`src/sdcs_pkg.sv`:
```
// ----------------------------------------------------------------------------
// sdcs_pkg
// Types, codes and helper functions shared by the SD command sequencer.
// ----------------------------------------------------------------------------
`default_nettype none
package sdcs_pkg;

    localparam int unsigned SECTOR_BYTES = 512;
    localparam int unsigned SECTOR_SHIFT = $clog2(SECTOR_BYTES);

    typedef enum logic [2:0] {
        OP_START  = 3'd0,
        OP_CMD    = 3'd1,
        OP_READ   = 3'd2,
        OP_WRITE  = 3'd3,
        OP_DATA   = 3'd4,
        OP_DEINIT = 3'd5
    } t_op;

    typedef enum logic [4:0] {
        PH_IDLE, PH_RST0, PH_RST1, PH_IFC, PH_OPC, PH_CID, PH_RCA, PH_CSD,
        PH_SEL, PH_CD, PH_BLEN, PH_RD_CMD, PH_RD_DATA, PH_WR_CMD, PH_WR_DATA,
        PH_WR_POLL, PH_DI_CD, PH_DI_SEL, PH_DI_IDLE
    } t_phase;

    // controller states
    typedef enum logic [1:0] {
        ST_IDLE,
        ST_DIV,
        ST_OUT
    } t_ctl_state;

    localparam logic [3:0] ER_NONE  = 4'd0;
    localparam logic [3:0] ER_IFC   = 4'd1;
    localparam logic [3:0] ER_OPC   = 4'd2;
    localparam logic [3:0] ER_CID   = 4'd3;
    localparam logic [3:0] ER_RCA   = 4'd4;
    localparam logic [3:0] ER_CSD   = 4'd5;
    localparam logic [3:0] ER_WRITE = 4'd6;
    localparam logic [3:0] ER_SEL   = 4'd7;
    localparam logic [3:0] ER_CD    = 4'd8;
    localparam logic [3:0] ER_BLEN  = 4'd9;
    localparam logic [3:0] ER_READ  = 4'd10;

    localparam int unsigned FB_INIT   = 0;
    localparam int unsigned FB_XFER   = 1;
    localparam int unsigned FB_HC     = 2;
    localparam int unsigned FB_WP     = 3;
    localparam int unsigned FB_CDOFF  = 4;
    localparam int unsigned FB_DEINIT = 5;

    localparam logic [1:0] RK_NONE  = 2'd0;
    localparam logic [1:0] RK_SHORT = 2'd1;
    localparam logic [1:0] RK_LONG  = 2'd2;

    localparam logic [1:0] DIR_NONE  = 2'd0;
    localparam logic [1:0] DIR_READ  = 2'd1;
    localparam logic [1:0] DIR_WRITE = 2'd2;

    localparam logic [2:0] SEL_INIT = 3'd0;
    localparam logic [2:0] SEL_XFER = 3'd1;

    localparam logic [2:0] CFG_ADAPTER  = 3'd0;
    localparam logic [2:0] CFG_INIT     = 3'd1;
    localparam logic [2:0] CFG_TRANSFER = 3'd2;

    localparam int unsigned DIV_W = 27;

    typedef struct packed {
        logic [2:0]  op;
        logic        resp_timeout;
        logic        resp_crc_fail;
        logic [31:0] resp_word;
        logic [31:0] csd_word;
        logic [31:0] sector;
        logic        data_complete;
    } t_in_item;

    typedef struct packed {
        logic        issue_cmd;
        logic [5:0]  cmd_index;
        logic [31:0] cmd_arg;
        logic [1:0]  resp_kind;
        logic [1:0]  data_dir;
        logic [16:0] wait_us;
        logic [7:0]  clock_div;
        logic        power_on;
        logic        done_res;
        logic        success;
        logic [3:0]  error_code;
        logic [5:0]  status_flags;
    } t_out_item;

    // controller -> datapath
    typedef struct packed {
        logic       div_start;  // begin quotient for the chosen rate
        logic       div_sel;    // 0 init rate, 1 transfer rate
        logic       step;       // evaluate the held item
    } t_dp_cmd;

    // datapath -> controller
    typedef struct packed {
        logic need_div;
        logic div_busy;
        logic has_result;
    } t_dp_status;

    function automatic logic [1:0] resp_kind_of(input logic [5:0] cmd);
        if (cmd == 6'd0 || cmd == 6'd4 || cmd == 6'd15) return RK_NONE;
        if (cmd == 6'd2 || cmd == 6'd9 || cmd == 6'd10) return RK_LONG;
        return RK_SHORT;
    endfunction

    function automatic logic resp_ok(input logic [5:0] cmd, input logic tmo,
                                     input logic crc);
        if (tmo) return 1'b0;
        if (crc && cmd != 6'd1 && cmd != 6'd5 && cmd != 6'd41) return 1'b0;
        return 1'b1;
    endfunction

endpackage
`default_nettype wire

```
`src/sdcs_stream_if.sv`:
```
// ----------------------------------------------------------------------------
// sdcs_stream_if
// Valid/ready channel carrying one payload beat.
// ----------------------------------------------------------------------------
`default_nettype none
interface sdcs_stream_if #(parameter type T = logic);
    logic valid;
    logic ready;
    T     payload;
    modport source (output valid, output payload, input ready);
    modport sink   (input valid, input payload, output ready);
endinterface
`default_nettype wire

```
`src/sdcs_datapath.sv`:
```
// ----------------------------------------------------------------------------
// sdcs_datapath
// Sequencer state registers, serial clock divider and the step logic that
// turns one event into the next command or a completion.
// ----------------------------------------------------------------------------
`default_nettype none
module sdcs_datapath
    import sdcs_pkg::*;
(
    input  wire logic       i_clk,
    input  wire logic       i_rst_n,
    input  wire logic       i_cfg_we,
    input  wire logic [2:0] i_cfg_index,
    input  wire logic [26:0] i_cfg_data,
    input  wire logic       i_load,
    input  wire t_in_item   i_item,
    input  wire t_dp_cmd    i_cmd,
    output t_dp_status      o_status,
    output t_out_item       o_result
);
    logic [26:0] r_adapter_hz;
    logic [18:0] r_init_hz;
    logic [25:0] r_xfer_hz;

    t_in_item    r_item;
    t_phase      r_phase;
    logic [5:0]  r_flags;
    logic [3:0]  r_err;
    logic [15:0] r_rca;
    logic [1:0]  r_ver;
    logic [6:0]  r_att;
    logic        r_app;
    logic [7:0]  r_div;
    logic        r_pwr;

    // restoring divider, one quotient bit a cycle
    logic [26:0] r_rem;
    logic [26:0] r_quo;
    logic [25:0] r_den;
    logic [4:0]  r_cnt;
    logic        r_dbusy;
    logic [7:0]  r_div_res;

    logic [27:0] trial;
    logic [26:0] n_rem_sh;
    logic [7:0]  div_val;

    always_comb begin
        n_rem_sh = {r_rem[25:0], r_quo[26]};
        trial    = {1'b0, n_rem_sh} - {2'b0, r_den};
    end

    always_comb begin
        if (r_den == '0) div_val = 8'd255;
        else if (r_quo > 27'd256) div_val = 8'd255;
        else if (r_quo >= 27'd2) div_val = 8'(r_quo - 27'd2);
        else div_val = 8'd0;
    end

    always_ff @(posedge i_clk) begin
        if (!i_rst_n) begin
            r_dbusy <= 1'b0;
            r_cnt   <= '0;
        end else if (i_cmd.div_start) begin
            r_dbusy <= 1'b1;
            r_cnt   <= 5'd27;
            r_rem   <= '0;
            r_quo   <= r_adapter_hz;
            r_den   <= i_cmd.div_sel ? r_xfer_hz : {7'd0, r_init_hz};
        end else if (r_dbusy) begin
            if (r_den == '0) begin
                r_dbusy <= 1'b0;
            end else begin
                if (!trial[27]) begin
                    r_rem <= trial[26:0];
                    r_quo <= {r_quo[25:0], 1'b1};
                end else begin
                    r_rem <= n_rem_sh;
                    r_quo <= {r_quo[25:0], 1'b0};
                end
                r_cnt <= r_cnt - 5'd1;
                if (r_cnt == 5'd1) r_dbusy <= 1'b0;
            end
        end
    end

    always_ff @(posedge i_clk) begin
        if (!r_dbusy) r_div_res <= div_val;
    end

    always_ff @(posedge i_clk) begin
        if (!i_rst_n) begin
            r_adapter_hz <= 27'd50000000;
            r_init_hz    <= 19'd400000;
            r_xfer_hz    <= 26'd4000000;
        end else if (i_cfg_we) begin
            case (i_cfg_index)
                CFG_ADAPTER:  r_adapter_hz <= i_cfg_data;
                CFG_INIT:     r_init_hz    <= i_cfg_data[18:0];
                CFG_TRANSFER: r_xfer_hz    <= i_cfg_data[25:0];
                default: ;
            endcase
        end
    end

    always_ff @(posedge i_clk) begin
        if (i_load) r_item <= i_item;
    end

    // step logic
    t_phase      n_phase;
    logic [5:0]  n_flags;
    logic [3:0]  n_err;
    logic [15:0] n_rca;
    logic [1:0]  n_ver;
    logic [6:0]  n_att;
    logic        n_app;
    logic [7:0]  n_div;
    logic        n_pwr;
    logic        emit, is_done, ok_v;
    logic [5:0]  e_cmd;
    logic [31:0] e_arg;
    logic [1:0]  e_dir;
    logic [16:0] e_wait;
    logic        need_div;

    // shared check-step parameters for the given phase
    function automatic void chk_params(input t_phase ph, input logic [1:0] ver,
        output logic [5:0] cmd, output logic [31:0] arg, output logic acmd,
        output logic [31:0] expv, output logic [31:0] mask);
        acmd = 1'b1; expv = '0; mask = '0; arg = '0;
        if (ph == PH_OPC) begin
            cmd  = 6'd41;
            arg  = ((ver == 2'd1) ? 32'd0 : 32'h4000_0000) | 32'h0010_0000;
            expv = 32'h8010_0000;
            mask = 32'h8010_0000;
        end else if (ph == PH_BLEN) begin
            cmd  = 6'd16;
            arg  = 32'(SECTOR_BYTES);
            acmd = 1'b0;
            mask = 32'h2000_0000;
        end else begin
            cmd = 6'd42;
            arg = (ph == PH_DI_CD) ? 32'd1 : 32'd0;
        end
    endfunction

    always_comb begin
        logic [5:0]  c_cmd;
        logic [31:0] c_arg, c_exp, c_mask, addr;
        logic        c_acmd;
        logic [1:0]  chk;      // 1 pass, 0 fail, 2 emitted
        logic        chk_run;
        logic        chk_issue;
        logic [16:0] chk_wait;
        logic        begin_chk;
        t_phase      begin_ph;
        logic [6:0]  begin_att;
        logic        do_deinit;
        t_phase      di_from;
        logic [3:0]  st;

        n_phase = r_phase; n_flags = r_flags; n_err = r_err; n_rca = r_rca;
        n_ver = r_ver; n_att = r_att; n_app = r_app; n_div = r_div; n_pwr = r_pwr;
        emit = 1'b0; is_done = 1'b0; ok_v = 1'b0;
        e_cmd = '0; e_arg = '0; e_dir = DIR_NONE; e_wait = '0;
        need_div = 1'b0;
        chk = 2'd0; chk_run = 1'b0; chk_issue = 1'b0; chk_wait = '0;
        begin_chk = 1'b0; begin_ph = PH_IDLE; begin_att = '0;
        do_deinit = 1'b0; di_from = PH_DI_CD; st = '0; addr = '0;
        c_cmd = '0; c_arg = '0; c_exp = '0; c_mask = '0; c_acmd = 1'b0;

        case (r_item.op)
            OP_START: begin
                if (r_phase == PH_IDLE) begin
                    n_pwr = 1'b1; n_flags = '0; n_err = '0; n_rca = '0; n_ver = '0;
                    need_div = 1'b1;
                    n_div = r_div_res;
                    n_phase = PH_RST0;
                    emit = 1'b1; e_cmd = 6'd0; e_wait = 17'd2000;
                end
            end
            OP_CMD: begin
                case (r_phase)
                    PH_RST0: begin
                        n_phase = PH_RST1; emit = 1'b1; e_cmd = 6'd0; e_wait = 17'd100000;
                    end
                    PH_RST1: begin
                        n_phase = PH_IFC; n_att = 7'd2;
                        emit = 1'b1; e_cmd = 6'd8; e_arg = 32'h10A;
                    end
                    PH_IFC: begin
                        if (r_item.resp_timeout || r_item.resp_word[22]) begin
                            n_ver = 2'd1;
                            begin_chk = 1'b1; begin_ph = PH_OPC; begin_att = 7'd19;
                        end else if (resp_ok(6'd8, r_item.resp_timeout,
                                     r_item.resp_crc_fail)
                                     && r_item.resp_word[11:0] == 12'h10A) begin
                            n_ver = 2'd2;
                            begin_chk = 1'b1; begin_ph = PH_OPC; begin_att = 7'd19;
                        end else if (r_att != '0) begin
                            n_att = r_att - 7'd1;
                            emit = 1'b1; e_cmd = 6'd8; e_arg = 32'h10A; e_wait = 17'd1000;
                        end else begin
                            n_err = ER_IFC; is_done = 1'b1;
                        end
                    end
                    PH_OPC, PH_CD, PH_BLEN, PH_DI_CD: chk_run = 1'b1;
                    PH_CID: begin
                        if (!resp_ok(6'd2, r_item.resp_timeout, r_item.resp_crc_fail)) begin
                            n_err = ER_CID; is_done = 1'b1;
                        end else begin
                            n_phase = PH_RCA; emit = 1'b1; e_cmd = 6'd3;
                        end
                    end
                    PH_RCA: begin
                        if (!resp_ok(6'd3, r_item.resp_timeout, r_item.resp_crc_fail)) begin
                            n_err = ER_RCA; is_done = 1'b1;
                        end else begin
                            n_rca = r_item.resp_word[31:16];
                            emit = 1'b1;
                            if (n_rca == '0) begin
                                e_cmd = 6'd3;
                            end else begin
                                n_phase = PH_CSD; e_cmd = 6'd9; e_arg = {n_rca, 16'd0};
                            end
                        end
                    end
                    PH_CSD: begin
                        if (!resp_ok(6'd9, r_item.resp_timeout, r_item.resp_crc_fail)) begin
                            n_err = ER_CSD; is_done = 1'b1;
                        end else if (r_item.csd_word[13:12] != 2'd0) begin
                            n_flags[FB_WP] = 1'b1; n_err = ER_WRITE; is_done = 1'b1;
                        end else begin
                            n_phase = PH_SEL; emit = 1'b1; e_cmd = 6'd7;
                            e_arg = {r_rca, 16'd0};
                        end
                    end
                    PH_SEL: begin
                        if (!resp_ok(6'd7, r_item.resp_timeout, r_item.resp_crc_fail)) begin
                            n_err = ER_SEL; is_done = 1'b1;
                        end else begin
                            need_div = 1'b1;
                            n_div = r_div_res;
                            n_flags[FB_XFER] = 1'b1;
                            begin_chk = 1'b1; begin_ph = PH_CD; begin_att = 7'd2;
                        end
                    end
                    PH_RD_CMD: begin
                        if (!resp_ok(6'd17, r_item.resp_timeout, r_item.resp_crc_fail)) begin
                            n_err = ER_READ; is_done = 1'b1;
                        end else n_phase = PH_RD_DATA;
                    end
                    PH_WR_CMD: begin
                        if (!resp_ok(6'd24, r_item.resp_timeout, r_item.resp_crc_fail)) begin
                            n_err = ER_WRITE; is_done = 1'b1;
                        end else n_phase = PH_WR_DATA;
                    end
                    PH_WR_POLL: begin
                        emit = 1'b1; e_cmd = 6'd13; e_arg = {r_rca, 16'd0};
                        e_wait = 17'd1000;
                        if (!resp_ok(6'd13, r_item.resp_timeout, r_item.resp_crc_fail)) begin
                            if (r_att != '0) n_att = r_att - 7'd1;
                            if (n_att == '0) begin
                                emit = 1'b0; n_err = ER_WRITE; is_done = 1'b1;
                            end
                        end else begin
                            st = r_item.resp_word[12:9];
                            if (st != 4'd6 && st != 4'd7) begin
                                emit = 1'b0; is_done = 1'b1; ok_v = 1'b1;
                            end
                        end
                    end
                    PH_DI_SEL: begin
                        n_flags[FB_XFER] = 1'b0;
                        do_deinit = 1'b1; di_from = PH_DI_IDLE;
                    end
                    PH_DI_IDLE: begin
                        n_pwr = 1'b0; n_rca = '0; is_done = 1'b1; ok_v = 1'b1;
                    end
                    default: ;
                endcase
            end
            OP_READ, OP_WRITE: begin
                if (r_phase == PH_IDLE) begin
                    if (!r_flags[FB_INIT]) begin
                        is_done = 1'b1;
                    end else begin
                        addr = r_flags[FB_HC] ? r_item.sector
                                              : (r_item.sector << SECTOR_SHIFT);
                        emit = 1'b1; e_arg = addr;
                        if (r_item.op == OP_READ) begin
                            n_phase = PH_RD_CMD; e_cmd = 6'd17; e_dir = DIR_READ;
                        end else begin
                            n_phase = PH_WR_CMD; e_cmd = 6'd24; e_dir = DIR_WRITE;
                        end
                    end
                end
            end
            OP_DATA: begin
                if (r_phase == PH_RD_DATA) begin
                    is_done = 1'b1;
                    if (r_item.data_complete) ok_v = 1'b1;
                    else n_err = ER_READ;
                end else if (r_phase == PH_WR_DATA) begin
                    if (!r_item.data_complete) begin
                        n_err = ER_WRITE; is_done = 1'b1;
                    end else begin
                        n_phase = PH_WR_POLL; n_att = 7'd100;
                        emit = 1'b1; e_cmd = 6'd13; e_arg = {r_rca, 16'd0};
                        e_wait = 17'd1000;
                    end
                end
            end
            OP_DEINIT: begin
                if (r_phase == PH_IDLE) begin
                    if (r_flags[FB_DEINIT]) begin
                        is_done = 1'b1; ok_v = 1'b1;
                    end else begin
                        n_flags[FB_DEINIT] = 1'b1;
                        do_deinit = 1'b1; di_from = PH_DI_CD;
                    end
                end
            end
            default: ;
        endcase

        // check-and-retry step for acmd41, acmd42 and cmd16
        if (chk_run) begin
            chk_params(r_phase, r_ver, c_cmd, c_arg, c_acmd, c_exp, c_mask);
            if (c_acmd && !r_app) begin
                if (resp_ok(6'd55, r_item.resp_timeout, r_item.resp_crc_fail)) begin
                    n_app = 1'b1; chk = 2'd2; chk_issue = 1'b1;
                end else if (r_att != '0) begin
                    n_att = r_att - 7'd1; chk = 2'd2; chk_issue = 1'b1;
                    chk_wait = 17'd1000;
                end else chk = 2'd0;
            end else if (resp_ok(c_cmd, r_item.resp_timeout, r_item.resp_crc_fail)
                         && (resp_kind_of(c_cmd) == RK_NONE
                             || (r_item.resp_word & c_mask) == c_exp)) begin
                chk = 2'd1;
            end else if (r_att != '0) begin
                n_att = r_att - 7'd1; n_app = 1'b0; chk = 2'd2; chk_issue = 1'b1;
                chk_wait = (c_cmd == 6'd41) ? 17'd100000 : 17'd1000;
            end else chk = 2'd0;

            if (chk != 2'd2) begin
                case (r_phase)
                    PH_OPC: begin
                        if (chk == 2'd0) begin
                            n_err = ER_OPC; is_done = 1'b1;
                        end else begin
                            if (r_item.resp_word[30]) n_flags[FB_HC] = 1'b1;
                            n_phase = PH_CID; emit = 1'b1; e_cmd = 6'd2;
                        end
                    end
                    PH_CD: begin
                        if (chk == 2'd0) begin
                            n_err = ER_CD; is_done = 1'b1;
                        end else begin
                            n_flags[FB_CDOFF] = 1'b1;
                            begin_chk = 1'b1; begin_ph = PH_BLEN; begin_att = 7'd4;
                        end
                    end
                    PH_BLEN: begin
                        if (chk == 2'd0) begin
                            n_err = ER_BLEN; is_done = 1'b1;
                        end else begin
                            n_flags[FB_INIT] = 1'b1; is_done = 1'b1; ok_v = 1'b1;
                        end
                    end
                    default: begin
                        if (chk == 2'd1) n_flags[FB_CDOFF] = 1'b0;
                        do_deinit = 1'b1; di_from = PH_DI_SEL;
                    end
                endcase
            end
        end

        if (do_deinit) begin
            if (di_from <= PH_DI_CD && n_flags[FB_CDOFF]) begin
                begin_chk = 1'b1; begin_ph = PH_DI_CD; begin_att = 7'd0;
            end else if (di_from <= PH_DI_SEL && n_flags[FB_XFER]) begin
                n_phase = PH_DI_SEL; emit = 1'b1; e_cmd = 6'd7;
            end else begin
                n_phase = PH_DI_IDLE; emit = 1'b1; e_cmd = 6'd0;
            end
        end

        if (begin_chk) begin
            n_phase = begin_ph; n_att = begin_att; n_app = 1'b0;
            chk_issue = 1'b1; chk_wait = '0;
        end

        if (chk_issue) begin
            chk_params(n_phase, n_ver, c_cmd, c_arg, c_acmd, c_exp, c_mask);
            emit = 1'b1; e_wait = chk_wait;
            if (c_acmd && !n_app) begin
                e_cmd = 6'd55; e_arg = {n_rca, 16'd0};
            end else begin
                e_cmd = c_cmd; e_arg = c_arg;
            end
        end

        if (is_done) begin
            emit = 1'b0; n_phase = PH_IDLE;
        end
    end

    always_ff @(posedge i_clk) begin
        if (!i_rst_n) begin
            r_phase <= PH_IDLE; r_flags <= '0; r_err <= '0; r_rca <= '0;
            r_ver <= '0; r_att <= '0; r_app <= 1'b0; r_div <= '0; r_pwr <= 1'b0;
        end else if (i_cmd.step) begin
            r_phase <= n_phase; r_flags <= n_flags; r_err <= n_err; r_rca <= n_rca;
            r_ver <= n_ver; r_att <= n_att; r_app <= n_app; r_div <= n_div;
            r_pwr <= n_pwr;
        end
    end

    always_ff @(posedge i_clk) begin
        if (i_cmd.step) begin
            o_result.issue_cmd    <= emit;
            o_result.cmd_index    <= emit ? e_cmd : 6'd0;
            o_result.cmd_arg      <= emit ? e_arg : 32'd0;
            o_result.resp_kind    <= emit ? resp_kind_of(e_cmd) : RK_NONE;
            o_result.data_dir     <= emit ? e_dir : DIR_NONE;
            o_result.wait_us      <= emit ? e_wait : 17'd0;
            o_result.clock_div    <= n_div;
            o_result.power_on     <= n_pwr;
            o_result.done_res     <= is_done;
            o_result.success      <= is_done & ok_v;
            o_result.error_code   <= n_err;
            o_result.status_flags <= n_flags;
        end
    end

    always_comb begin
        o_status.need_div   = need_div;
        o_status.div_busy   = r_dbusy;
        o_status.has_result = emit | is_done;
    end

    assert property (@(posedge i_clk) disable iff (!i_rst_n)
        i_cmd.step |-> !r_dbusy)
        else $error("step taken while divider busy");
    assert property (@(posedge i_clk) disable iff (!i_rst_n)
        i_cmd.div_start |=> r_dbusy || r_den == '0)
        else $error("divider did not start");
    assert property (@(posedge i_clk) disable iff (!i_rst_n)
        i_cmd.step && is_done |=> r_phase == PH_IDLE)
        else $error("completion left sequence busy");
endmodule
`default_nettype wire

```
`src/sdcs_ctrl.sv`:
```
// ----------------------------------------------------------------------------
// sdcs_ctrl
// Controller: accepts an event, runs the divider when the event needs a new
// clock setting, commits the step and holds the result until it is taken.
// ----------------------------------------------------------------------------
`default_nettype none
module sdcs_ctrl
    import sdcs_pkg::*;
(
    input  wire logic       i_clk,
    input  wire logic       i_rst_n,
    input  wire logic       i_in_valid,
    output logic            o_in_ready,
    output logic            o_out_valid,
    input  wire logic       i_out_ready,
    input  wire t_dp_status i_status,
    input  wire logic       i_sel,
    output t_dp_cmd         o_cmd
);
    t_ctl_state r_state, n_state;
    logic       r_started;
    logic       n_started;
    logic       r_valid, n_valid;

    always_comb begin
        n_state   = r_state;
        n_started = r_started;
        n_valid   = r_valid;
        if (r_valid && i_out_ready) n_valid = 1'b0;
        case (r_state)
            ST_IDLE: if (i_in_valid && !r_valid) begin
                n_state = ST_DIV; n_started = 1'b0;
            end
            ST_DIV: begin
                if (!i_status.need_div) begin
                    n_state = ST_OUT;
                end else if (!r_started) begin
                    n_started = 1'b1;
                end else if (!i_status.div_busy) begin
                    n_state = ST_OUT;
                end
            end
            ST_OUT: begin
                n_state = ST_IDLE;
                n_valid = i_status.has_result;
            end
            default: n_state = ST_IDLE;
        endcase
    end

    // after the divider finishes, hold ST_DIV until the divider result has registered
    logic r_settle;
    always_comb begin
        o_in_ready    = (r_state == ST_IDLE) && !r_valid;
        o_out_valid   = r_valid;
        o_cmd.div_start = (r_state == ST_DIV) && i_status.need_div && !r_started;
        o_cmd.div_sel   = i_sel;
        o_cmd.step      = (r_state == ST_OUT);
    end

    always_ff @(posedge i_clk) begin
        if (!i_rst_n) begin
            r_state <= ST_IDLE; r_started <= 1'b0; r_valid <= 1'b0; r_settle <= 1'b0;
        end else begin
            r_state   <= (r_state == ST_DIV && n_state == ST_OUT && !r_settle
                          && i_status.need_div) ? ST_DIV : n_state;
            r_settle  <= (r_state == ST_DIV && n_state == ST_OUT && i_status.need_div)
                          ? 1'b1 : ((r_state == ST_OUT) ? 1'b0 : r_settle);
            r_started <= n_started;
            r_valid   <= n_valid;
        end
    end

    assert property (@(posedge i_clk) disable iff (!i_rst_n)
        o_cmd.step |-> !r_valid)
        else $error("step while result pending");
    assert property (@(posedge i_clk) disable iff (!i_rst_n)
        r_valid && !i_out_ready |=> r_valid)
        else $error("result dropped");
    assert property (@(posedge i_clk) disable iff (!i_rst_n)
        o_in_ready |-> !o_out_valid)
        else $error("accept while result held");
endmodule
`default_nettype wire

```
`src/sd_card_command_sequencer.sv`:
```
// ----------------------------------------------------------------------------
// sd_card_command_sequencer
// SD-card host command sequencer: identification, sector transfer, shutdown.
// ----------------------------------------------------------------------------
// One event beat enters on the in channel (op and response fields); at most
// one result beat leaves on the out channel: either the next command request
// or a completion with error code and status flags. Events that the current
// phase does not expect are absorbed with no result.
// Each accepted event passes through the controller states ST_DIV and ST_OUT,
// and its result is registered in ST_OUT. A start event taken while idle, and
// the successful command completion of the select step, also recompute the
// card clock divider with a bit-serial divider of 27 steps.
// One event is in flight at a time; the next is accepted once the previous
// result has been taken. If the receiver stalls, the result is held and no
// new event is accepted. Reset puts the sequencer idle with flags, error,
// address and divider cleared and the rate registers at their defaults.
// Configuration writes are registered at the clock edge that samples the
// write enable.
// ----------------------------------------------------------------------------
`default_nettype none
module sd_card_command_sequencer
    import sdcs_pkg::*;
(
    input  wire logic        i_clk,
    input  wire logic        i_rst_n,
    input  wire logic        i_cfg_we,
    input  wire logic [2:0]  i_cfg_index,
    input  wire logic [26:0] i_cfg_data,
    sdcs_stream_if.sink      in_ch,
    sdcs_stream_if.source    out_ch
);
    t_dp_cmd    cmd;
    t_dp_status status;
    t_out_item  result;
    logic       sel;
    logic       in_ready;
    logic       r_sel;

    assign sel = (in_ch.payload.op == OP_START) ? 1'b0 : 1'b1;

    sdcs_ctrl u_ctrl (
        .i_clk       (i_clk),
        .i_rst_n     (i_rst_n),
        .i_in_valid  (in_ch.valid),
        .o_in_ready  (in_ready),
        .o_out_valid (out_ch.valid),
        .i_out_ready (out_ch.ready),
        .i_status    (status),
        .i_sel       (r_sel),
        .o_cmd       (cmd)
    );

    always_ff @(posedge i_clk) begin
        if (in_ch.valid && in_ready) r_sel <= sel;
    end

    sdcs_datapath u_dp (
        .i_clk       (i_clk),
        .i_rst_n     (i_rst_n),
        .i_cfg_we    (i_cfg_we),
        .i_cfg_index (i_cfg_index),
        .i_cfg_data  (i_cfg_data),
        .i_load      (in_ch.valid && in_ready),
        .i_item      (in_ch.payload),
        .i_cmd       (cmd),
        .o_status    (status),
        .o_result    (result)
    );

    assign in_ch.ready    = in_ready;
    assign out_ch.payload = result;
endmodule
`default_nettype wire

```
`src/flat_wrapper.sv`:
```
// flat-port wrapper written by rule: the top's interface ports become plain ports
module sd_card_command_sequencer_flat import sdcs_pkg::*;
  (i_clk, i_rst_n, i_cfg_we, i_cfg_index, i_cfg_data, in_ch_valid, in_ch_payload, in_ch_ready, out_ch_valid, out_ch_payload, out_ch_ready);
  sdcs_stream_if #(.T(t_in_item)) in_ch_i ();
  sdcs_stream_if #(.T(t_out_item)) out_ch_i ();
  input  wire logic i_clk;
  input  wire logic i_rst_n;
  input  wire logic i_cfg_we;
  input  wire logic [2:0] i_cfg_index;
  input  wire logic [26:0] i_cfg_data;
  input wire logic [$bits(in_ch_i.valid)-1:0] in_ch_valid;
  input wire logic [$bits(in_ch_i.payload)-1:0] in_ch_payload;
  output wire logic [$bits(in_ch_i.ready)-1:0] in_ch_ready;
  output wire logic [$bits(out_ch_i.valid)-1:0] out_ch_valid;
  output wire logic [$bits(out_ch_i.payload)-1:0] out_ch_payload;
  input wire logic [$bits(out_ch_i.ready)-1:0] out_ch_ready;
  assign in_ch_i.valid = in_ch_valid;
  assign in_ch_i.payload = in_ch_payload;
  assign in_ch_ready = in_ch_i.ready;
  assign out_ch_valid = out_ch_i.valid;
  assign out_ch_payload = out_ch_i.payload;
  assign out_ch_i.ready = out_ch_ready;
  sd_card_command_sequencer u_core (.i_clk(i_clk), .i_rst_n(i_rst_n), .i_cfg_we(i_cfg_we), .i_cfg_index(i_cfg_index), .i_cfg_data(i_cfg_data), .in_ch(in_ch_i), .out_ch(out_ch_i));
endmodule
```
`config.mk`:
```
export PLATFORM = sky130hd
export DESIGN_NAME = sd_card_command_sequencer_flat
export DESIGN_NICKNAME = d
export VERILOG_FILES = /design/src/sdcs_pkg.sv /design/src/sdcs_stream_if.sv /design/src/sdcs_datapath.sv /design/src/sdcs_ctrl.sv /design/src/sd_card_command_sequencer.sv /design/src/flat_wrapper.sv
export SDC_FILE = /design/constraint.sdc
export NUM_CORES = 1
export LEC_CHECK = 0
export BUFFER_PORTS_ARGS = -buffer_cell sky130_fd_sc_hd__buf_2
export CAP_MARGIN = 25
export CORE_UTILIZATION = 53
export DETAILED_ROUTE_END_ITERATION = 7
export MAX_ROUTING_LAYER = met4
export PLACE_DENSITY_LB_ADDON = 0.05
export SLEW_MARGIN = 0
export SYNTH_ARGS = -nofsm -noshare
export SYNTH_HDL_FRONTEND = slang
export SYNTH_SLANG_ARGS = --single-unit
export TNS_END_PERCENT = 50
```
`constraint.sdc`:
```
create_clock -name i_clk -period 8.88 [get_ports i_clk]
set_input_delay 1.776 -clock i_clk [delete_from_list [all_inputs] [get_ports i_clk]]
set_output_delay 1.776 -clock i_clk [all_outputs]
set_load 0.05 [all_outputs]
```
==> run metrics <==
Worst-Margin Slew=1.06 ns; vias in the first global route=14100; final number of max-transition violations=0; Yosys warning total=0; Crit-path slowest cell=dfxtp_1; Power Dens Cells=179 nW/µm²; post-route minimum period=4.81 ns; first-pass GRT wire length=79700 µm; final setup margin=4.07 ns; status=completed; worst r2r src=u_core.u_dp.r_phase[2]$_SDFFE_PN0P_; gr ovfl total=0; final hold vios=0; Die X=187 µm; DRT Wirelength=51400 µm; depth of the CTS H-tree=2; number of vias in the routed layout=14800; Final ANT Viol Nets=0; hold buffers post-CTS=0; Leak Pwr=7.75 nW; ordered cell list for the critical path=or3b_1, nor2_2, and3_1, o21ai_0, and4_1, o2111ai_1, a211oi_4, nor3_4, nor2b_1, a21oi_1; final net count=2150; Initial Util=54.1%; RSZ-0062 raised after global routing=no; clk_lat worst skew=0.57 ns; Die Y=187 µm; via/cell ratio=6.01; Worst Path Buf+Inv=0; worst hold-check path type=flip-flop to flip-flop; maximum clock frequency=208 MHz; IO Port Bufs=179; post-synthesis cell area=18200 µm²; Final HPWL DP=35500 µm; CTS resizes=0; Top Ports=220; Setup Fix Bufs, Post-CTS=0; maximum vdd drop=0.150 mV; Pre-antenna DRT Iters=6; Max Cap Viol=0; CTS sink cnt=361; DRC Markers=0; WS Path Type=flip-flop to flip-flop; initial antenna violation count=4; DR iter-0 viols=1406; HP Start=u_core.u_dp.r_xfer_hz[21]$_SDFFE_PN1P_; Area Overhead vs Synth=14.3%; slew margin rel.=27.5%; Critical Path RT=9.30 ns; hold path cells=2; layout cell share with drive strength beyond 1=18.2%; arrival time at the worst endpoint=5.23 ns; drt wl/cell=20.9 µm; worst reg2reg path endpoint=u_core.u_dp.o_result[62]$_SDFFCE_PN0P_; synth unique cells=95; largest net degree at the start of global routing=85; ys async rst share=0%; cell row count=67; Die ar.=35200 µm²; startpoint types=flip-flop; Syn Inst Count=1840; max incr delay on CP=0.94 ns; CORE AREA=33700 µm²; Final period util=54.2%; GRT Resource Usage Total=30.1%; #FFs+latches synth=361; Clock Path Buffers=3; total CTS buffers=39; R2R Setup Slk=4.07 ns; Hold Path End=u_core.u_dp.r_xfer_hz[21]$_SDFFE_PN1P_; endpoints failing setup=0; top_reg_cell synth=edfxtp_1; Post-Place Setup Slack=4.26 ns; Clock Skews=0.0193 ns; crit path max fanout=26; sequential area share after synthesis=52.1%; syn_area_per_cell=9.91 µm²; routability cong.=0.985; worst r2r path cells=10; post-route setup TNS=0 ns; Post-synth EDFFs=228; CP delay by family, top=simple AND/OR/NAND/NOR gates; CP Capture Type=flip-flop; clock slew at reported path FFs=0.06 ns; Root Buffer=clkbuf_16; CTS tree=yes
-- cell families (layout without fill, tap and decap cells) --
kind of cell,count (synthesis),in the layout,share of synthesized area [%]
buffers and inverters,182,347,4.13
adders and majority gates,32,32,2.24
DFF,361,361,52.1
muxes,89,89,5.24
xor gates and xnor gates,32,32,1.54
and+or+nand+nor,699,699,18.0
other,1,11,0.0206
AOI/OAI and AO/OA,444,444,16.6
-- power breakdown --
| part | internal (mW) | switching, mW |
|---|---|---|
| Combinational | 0.0912 | 0.190 |
| Sequential | 1.84 | 0.0354 |
| Clock | 0.909 | 0.678 |
| Total | 2.84 | 0.903 |
-- worst min-delay path, stage by stage, from the launching register on --
cell     delay (ns)
dfxtp_1        0.32
nand2_1        0.05
nand3_1        0.06
-- through the flow --
step	instance area [µm²]	instances	util (%)	power [mW]	hold WS (ns)
2_1_floorplan	18300	1846	-	2.08	0.432
3_3_place_gp	19500	2382	57.7	2.18	0.444
3_5_place_dp	19500	2385	57.9	2.18	0.449
4_1_cts	20800	2456	61.6	3.76	0.463
5_1_grt	20800	2463	61.9	3.86	0.477
6_report	20800	2463	61.9	3.74	0.457
-- area by class of cell --
type,count,area [µm²]
fill,2903,12900
sequential,361,9510
multi-input combinational,1303,8040
timing repair buffer,213,1240
clock buffer,50,1060
tap,448,561
inverter,63,239
clock inverter,21,184
antenna,4,10.0
-- sequential cells by signal, summed over array words and instances, names as in the netlist, 2 cells and up --
name,flops
u_core.u_dp.r_item,69
u_core.u_dp.r_quo,27
u_core.u_dp.r_rca,16
u_core.u_dp.r_xfer_hz,26
u_core.u_dp.r_flags,6
u_core.u_dp.r_rem,26
u_core.u_dp.r_init_hz,19
u_core.u_dp.r_adapter_hz,27
u_core.u_dp.r_cnt,5
u_core.u_dp.r_err,4
u_core.u_dp.r_div_res,8
u_core.u_dp.r_phase,5
u_core.u_dp.o_result,71
u_core.u_dp.r_div,8
u_core.u_ctrl.r_state,2
u_core.u_dp.r_ver,2
u_core.u_dp.r_att,7
u_core.u_dp.r_den,26
-- worst max-delay path by stage --
stage,start,endpoint,slack (ns),cells after the start
2_1_floorplan,i_rst_n,u_core.u_dp.r_quo[0]$_DFFE_PP_,2.10,3
3_3_place_gp,u_core.u_dp.r_phase[2]$_SDFFE_PN0P_,u_core.u_dp.o_result[62]$_SDFFCE_PN0P_,4.25,10
3_5_place_dp,u_core.u_dp.r_phase[2]$_SDFFE_PN0P_,u_core.u_dp.o_result[62]$_SDFFCE_PN0P_,4.26,10
4_1_cts,u_core.u_dp.r_phase[2]$_SDFFE_PN0P_,u_core.u_dp.o_result[62]$_SDFFCE_PN0P_,4.23,10
5_1_grt,u_core.u_dp.r_phase[2]$_SDFFE_PN0P_,u_core.u_dp.o_result[74]$_SDFFCE_PN0P_,3.96,10
6_report,u_core.u_dp.r_phase[2]$_SDFFE_PN0P_,u_core.u_dp.o_result[62]$_SDFFCE_PN0P_,4.07,10
-- per-layer routing --
| layer | vias to the layer above | global-route usage, % | share of wire, % |
|---|---|---|---|
| met4 | 0 | 9.10 | 2.7 |
| met3 | 100 | 6.89 | 9.1 |
| li1 | 6959 | - | - |
| met5 | - | - | 0 |
| met2 | 668 | 42.2 | 42 |
| met1 | 7067 | 43.1 | 46 |
-- layout by cell type, fill, tap and decap left out, types with 32 or more instances in the layout --
master,count
nand2_1,287
edfxtp_1,228
buf_2,178
nor2_1,146
dfxtp_1,133
a21oi_1,85
o21ai_0,82
a21boi_0,81
nand3_1,58
inv_1,57
mux2_2,52
clkbuf_16,39
mux2i_1,37
nor3_1,32
-- synth_stat cells, types with 6 or more instances --
| cell type | instances | area [µm²] |
|---|---|---|
| nor2_1 | 147 | 552 |
| and3_1 | 11 | 68.8 |
| nand2b_1 | 13 | 81.3 |
| nand4_1 | 11 | 68.8 |
| o21a_1 | 14 | 105 |
| xor2_1 | 7 | 61.3 |
| o22ai_1 | 6 | 37.5 |
| mux2i_1 | 37 | 370 |
| nor3_1 | 34 | 170 |
| nor3b_1 | 20 | 150 |
| a211oi_1 | 20 | 150 |
| buf_4 | 11 | 82.6 |
| xnor2_1 | 25 | 219 |
| nand2_1 | 287 | 1080 |
| or3_1 | 13 | 81.3 |
| nand3_1 | 58 | 290 |
| edfxtp_1 | 228 | 6850 |
| a21o_1 | 12 | 90.1 |
| a31oi_1 | 18 | 113 |
| inv_1 | 58 | 218 |
| or2_2 | 6 | 37.5 |
| a22oi_1 | 22 | 165 |
| a22o_1 | 16 | 140 |
| clkbuf_1 | 87 | 327 |
| o21ai_0 | 82 | 410 |
| o31ai_1 | 8 | 60.1 |
| nor4_1 | 24 | 150 |
| buf_2 | 11 | 55.1 |
| dfxtp_1 | 133 | 2660 |
| a21boi_0 | 82 | 616 |
| mux2_2 | 52 | 586 |
| a21oi_1 | 85 | 425 |
| nor2b_1 | 17 | 106 |
| buf_1 | 8 | 30.0 |
| ha_1 | 31 | 388 |
| and2_1 | 22 | 138 |
No activity file was read; power rests on OpenSTA's default activity.
